File: src/hdl/rpp_pkg.sv
// Shared types, widths and helpers for the ray point projection unit.
package rpp_pkg;

  // Field and datapath widths.
  localparam int unsigned WordW  = 32;
  localparam int unsigned PoW    = 33;
  localparam int unsigned ProdW  = 65;
  localparam int unsigned DotW   = 67;
  localparam int unsigned DotMW  = 66;
  localparam int unsigned NumW   = 97;
  localparam int unsigned QuotW  = 35;
  localparam int unsigned SqW    = 64;
  localparam int unsigned LineW  = 37;
  localparam int unsigned MagW   = 36;
  localparam int unsigned SqrW   = 72;
  localparam int unsigned SumW   = 74;
  localparam int unsigned RootW  = 32;
  localparam int unsigned RremW  = 35;
  localparam int unsigned QDepth = 4;
  localparam int unsigned QPtrW  = 2;

  typedef logic signed [WordW-1:0] word_t;
  typedef logic signed [PoW-1:0]   po_t;
  typedef logic signed [ProdW-1:0] prod_t;
  typedef logic signed [DotW-1:0]  dot_t;
  typedef logic signed [LineW-1:0] line_t;

  // Configuration register indexes.
  typedef enum logic [2:0] {
    REG_ORIGIN_X = 3'd0,
    REG_ORIGIN_Y = 3'd1,
    REG_ORIGIN_Z = 3'd2,
    REG_DIR_X    = 3'd3,
    REG_DIR_Y    = 3'd4,
    REG_DIR_Z    = 3'd5
  } reg_idx_e;

  // One classified point handed from the front end to the back end.
  typedef struct packed {
    po_t [2:0] po;
    dot_t      dot;
  } fq_item_t;

  // Clamp a wide signed value to the 32-bit signed range.
  function automatic word_t sat32(input line_t v);
    word_t r;
    if (v > $signed(LineW'(32'h7FFFFFFF))) begin
      r = word_t'(32'h7FFFFFFF);
    end else if (v < -$signed(LineW'(33'h080000000))) begin
      r = word_t'(32'h80000000);
    end else begin
      r = v[WordW-1:0];
    end
    return r;
  endfunction

endpackage

File: src/hdl/rpp_queue.sv
// Short queue between the front end and the back end.
module rpp_queue (
  input  logic              clk_i,
  input  logic              rst_ni,
  input  logic              push_i,
  input  rpp_pkg::fq_item_t item_i,
  output logic              full_o,
  input  logic              pop_i,
  output rpp_pkg::fq_item_t item_o,
  output logic              empty_o
);
  import rpp_pkg::*;

  fq_item_t           mem_q [QDepth];
  logic [QPtrW-1:0]   wr_ptr_q, rd_ptr_q;
  logic [QPtrW:0]     cnt_q;

  assign full_o  = (cnt_q == (QPtrW+1)'(QDepth));
  assign empty_o = (cnt_q == '0);
  assign item_o  = mem_q[rd_ptr_q];

  // Pointers and fill count.
  always_ff @(posedge clk_i or negedge rst_ni) begin
    if (!rst_ni) begin
      wr_ptr_q <= '0;
      rd_ptr_q <= '0;
      cnt_q    <= '0;
    end else begin
      if (push_i) wr_ptr_q <= wr_ptr_q + 1'b1;
      if (pop_i)  rd_ptr_q <= rd_ptr_q + 1'b1;
      if (push_i && !pop_i) begin
        cnt_q <= cnt_q + 1'b1;
      end else if (!push_i && pop_i) begin
        cnt_q <= cnt_q - 1'b1;
      end
    end
  end

  // Entry storage.
  always_ff @(posedge clk_i) begin
    if (push_i) mem_q[wr_ptr_q] <= item_i;
  end

endmodule

File: config.mk
export PLATFORM = sky130hd
export DESIGN_NAME = rpp_queue
export DESIGN_NICKNAME = d
export VERILOG_FILES = /design/src/hdl/rpp_pkg.sv /design/src/hdl/rpp_queue.sv
export SDC_FILE = /design/constraint.sdc
export NUM_CORES = 1
export LEC_CHECK = 0
export BUFFER_PORTS_ARGS = -buffer_cell sky130_fd_sc_hd__buf_2
export CAP_MARGIN = 20
export CORE_UTILIZATION = 45
export DETAILED_ROUTE_END_ITERATION = 6
export PLACE_DENSITY = 0.64
export SLEW_MARGIN = 10
export SYNTH_ARGS = -nofsm -noshare
export SYNTH_HDL_FRONTEND = slang
export SYNTH_SLANG_ARGS = --single-unit
File: constraint.sdc
create_clock -name clk_i -period 5.45 [get_ports clk_i]
set_clock_uncertainty 0.15 [all_clocks]
set_input_delay 0.545 -clock clk_i [delete_from_list [all_inputs] [get_ports clk_i]]
set_output_delay 0.545 -clock clk_i [all_outputs]
set_load 0.01 [all_outputs]
Word-level counts from Yosys, hierarchy flattened. Memories as Yosys holds them, arrays and structs flattened. Cells that the tools add are included.

Logic and storage cells: 19. Memories: 1. Memory bits (writable): 664. Flip-flop bits (word level): 7.

Memories: mem_q (depth 4, width 166, read ports 1, clocked after Yosys merged registers in 0, wr ports 1, line rpp_queue.sv:14) `fq_item_t mem_q [QDepth];`.

Eq/ne operators: 1. $add $sub $neg: 4. Mux-type cells: 4. Reduce and logical (&&, ||, !) cells: 6.

Operator list (count): 3-bit two-way mux (2); 2-bit by 1-bit adder with 2-bit output, second input constant (2); 3-bit by 1-bit adder with 3-bit output, second input constant (1); 3-bit equality test, second input constant (1); 3-bit zero test (1); 3-bit by 1-bit subtractor with 3-bit output, second input constant (1); 1-bit logical AND (2); 1-bit zero test (2); 1-bit two-way mux (2); 2-bit nonzero test (1).

Depth between registers and ports, before layout.
Depth in word-level cells: 4. Mapped depth: 7. Depth with buffers taken out: 7.

Least setup slack after synthesis. Ideal clock, no wire load.

Kind: reg2reg. Start point: reg wr_ptr_q[0]. End point: mem mem_q[2][0] in the netlist's numbering (enable). Period minus slack after synthesis: 5.099 ns. Path buffers: 0. Slack: 0.351 ns. Setup time: 0.546 ns. Arrival: 4.404 ns. Cell stages (with the launch flop): 4. Cell sequence: dfrtp_1 -> inv_1 -> ha_1 -> and2_1.

RTL lines: start: declaration (line rpp_queue.sv:15) `logic [QPtrW-1:0] wr_ptr_q, rd_ptr_q;`; start signal: assignment (line rpp_queue.sv:29) `if (push_i) wr_ptr_q <= wr_ptr_q + 1'b1;`; end: declaration (line rpp_queue.sv:14).

Straight into the memory's write port.

==> flow_summary_export.csv <==
group,metric,value,unit
run_status,status,"complete, no violations",
logic_synthesis,ys_ff_latch,671,
pwr,pwr_density_cell,522.5,nW/µm²
grt,track_usage,0.1768,
sta,post-route-period-util,0.6468,
route,ant_nets,0,
logic_synthesis,synth-async-reset-ratio,0.01043,
pwr,power_frac_comb,0.277,
pwr,ir_worst_vdd,0.0004164,V
sta,slew_viol_final,0,
grt,grt_max_degree,102,
worst_hold_path,hold_class,"input pin to register",
grt,antenna_found_initial,4,
sta,finalSetupViolations,0,
cts,clk_latency,0.58,ns
setup_path,reg2reg_to,"mem_q[3][62]",
die,io-pin-count,338,
setup_path,r2r_setup_slack,2.90,ns
finish,area.growth.synth_to_final,25.53,%
logic_synthesis,syn_nets,1078,
logic_synthesis,synth_top_area_share,0.8188,
worst_hold_path,hold_start,"item_i[144]",
pwr,swShare,0.2855,
logic_synthesis,syn_avg_cell_area,27.00,µm²
pwr,power.leakage,10.50,nW
logic_synthesis,seq_area_frac_synth,0.8260,
logic_synthesis,ys_top_cells_by_area,"edfxtp_1 82%, mux4_2 15%, dfrtp_1 0.72%",
die,die_area,55050,µm²
finish,nNetsFinal,1624,
cts,clk_path_buf_depth,3,
place,dpl_cell_area,26840,µm²
logic_synthesis,synth_area,24350,µm²
route,viasPerCell,5.198,
grt,grt_pass1_vias,12474,
setup_path,setup.worst_path.end,"item_o[45]",
die,fp.dieH,234.6,µm
cts,cts_resized,0,
logic_synthesis,syn_inst,902,
die,start_util,0.4597,
setup_path,cp_data_arrival_time,2.83,ns
setup_path,r2r_start,"wr_ptr_q[0]",
die,dieWidth,234.6,µm
route,first_iter_violations,676,
logic_synthesis,synth_ff_type,"edfxtp_1",
grt,grt-ovfl-total,0,
pwr,clockPowerShare,0.280,
route,drc,0,
logic_synthesis,synth_edf_count,664,
setup_path,required,4.76,ns
setup_path,worst_r2r_path_depth,3,
pwr,cell_internal_pwr,11.41,mW
place,io_buffer_count,337,
sta,fin_hold_ws,0.04209,ns
logic_synthesis,yosysTopAreaCell,"edfxtp_1",
finish,fin_area,30570,µm²
setup_path,cp-startpoint,"rd_ptr_q[0]",
place,gp_congestion,0.7177,
sta,max-slew-margin-rel,0.3660,
cts,cts.sinks,671,
cts,cts_made_buffers,71,
route,via_count,11368,
sta,worst_pin_slew,0.9511,ns
sta,fmax,283.7,MHz
setup_path,path_max_fanout,35,
route,routed_wl,47720,µm
pwr,pwr-share-seq,0.444,
sta,hold_violations,0,
die,rows,84,
place,pre_cts_slack,2.418,ns
cts,cts.htree.levels,3,
pwr,p_switching,4.561,mW
sta,min_period,3.525,ns
route,dr.pass1.iters,4,
sta,tns,0,ns
cts,path_clk_slew,0.06,ns
flow_run,cap_viol_max_count,0,
sta,rsz0062_at_grt,"no",
finish,final_layout_size_suffix_gt1_frac,0.4144,
cts,cts_root_buffer,"clkbuf_16",
setup_path,critPathKind,"register to output pin",
grt,grt_pass1_wl,73270,µm
setup_path,crit_path_end_kind,"output pin",
pwr,finalPower,15.97,mW
die,coreArea,52970,µm²
logic_synthesis,synth.distinct_cells,19,
cts,cts_tree,"yes",
logic_synthesis,yosysWarningCount,0,
sta,layout_setup_ws,1.925,ns
place,dp_hpwl,27350,µm
setup_path,start_kind,"register",
route,wl_per_cell,21.82,µm
==> critical path, cell delays in order (launching register included) <==
cell     delay [ns]
dfrtp_4        0.89
buf_4          0.56
mux4_2         0.58
buf_2          0.16
==> timing repair <==
item,4_1_cts,5_1_grt
hold buffers,158,0
setup buffers,0,0
hold endpoints to repair,624,0
==> cells in the mapped netlist, drive strengths merged, types with 2 or more instances <==
cell type  number
edfxtp        664
mux4          166
buf            36
dfrtp           7
ha              5
and2            4
inv             4
xor2            4
clkbuf          2
nand2           2
xnor2           2
==> state kept, by name, summed over array words and instances, names as in the netlist <==
name and cells:
wr_ptr_q 2, cnt_q 3, rd_ptr_q 2, mem_q 664
==> how the worst min path moves through the flow <==
stage | depth (start not counted) | to
5_1_grt | 1 | mem_q[3][156]
6_report | 1 | mem_q[2][144]
3_3_place_gp | 1 | rd_ptr_q[1]
2_1_floorplan | 0 | cnt_q[0]
4_1_cts | 1 | mem_q[3][85]
3_5_place_dp | 1 | rd_ptr_q[1]
==> cell usage in the layout, fill, tap and decap left out, types with 5 or more instances in the layout <==
| master | n |
|---|---|
| ha_1 | 5 |
| mux4_2 | 166 |
| dlygate4sd3_1 | 158 |
| dfrtp_1 | 5 |
| clkbuf_1 | 17 |
| buf_4 | 9 |
| buf_2 | 337 |
| clkinv_2 | 12 |
| clkinv_1 | 10 |
| buf_12 | 7 |
| clkbuf_16 | 73 |
| edfxtp_1 | 664 |
==> metrics by stage <==
stage	utilization	std cells
2_1_floorplan	-	902
3_5_place_dp	0.5067	1905
4_1_cts	0.5769	2184
5_1_grt	0.5770	2185
3_3_place_gp	0.5067	1905
6_report	0.5771	2187
==> cell families (layout without fill, tap and decap cells) <==
family,Yosys count,count (layout),synth area share
mux,167,167,0.1540
other cells,0,3,0
fa+ha+maj,6,6,0.003391
simple gates,9,9,0.002004
buf+inv,42,636,0.01228
xor+xnor,6,6,0.002158
compound gates,1,1,0.0002053
flops,671,671,0.8260
==> power groups by stage <==
stage | clock network (mW) | logic, mW | registers [mW]
final | 4.47 | 4.42 | 7.09
after global routing | 4.78 | 4.74 | 7.18
after CTS | 4.58 | 4.55 | 7.11
after detailed placement | 0 | 4.44 | 7.22
after global placement | 0 | 4.44 | 7.17
after floorplan | 0 | 2.96 | 7.14
==> per-layer routing <==
layer | GRT usage | part of all wire | vias up | wire, µm
met5 | 0 | 0.00050 | - | 24
met3 | 0.05087 | 0.073 | 79 | 3491
met2 | 0.2891 | 0.50 | 332 | 23680
met4 | 0.06180 | 0.022 | 4 | 1052
li1 | - | - | 5017 | -
met1 | 0.2274 | 0.41 | 5936 | 19470
==> final cells by class <==
cell class,count,area [µm²]
flip-flops and latches,671,20120
fillers,3894,22400
multi-input cells,189,3949
repair buffers,511,3476
diodes,3,7.507
clock inverters,29,220.2
inverters,4,15.01
well taps,688,860.8
clock buffers,92,1918
(Power assumes the default switching activity.)
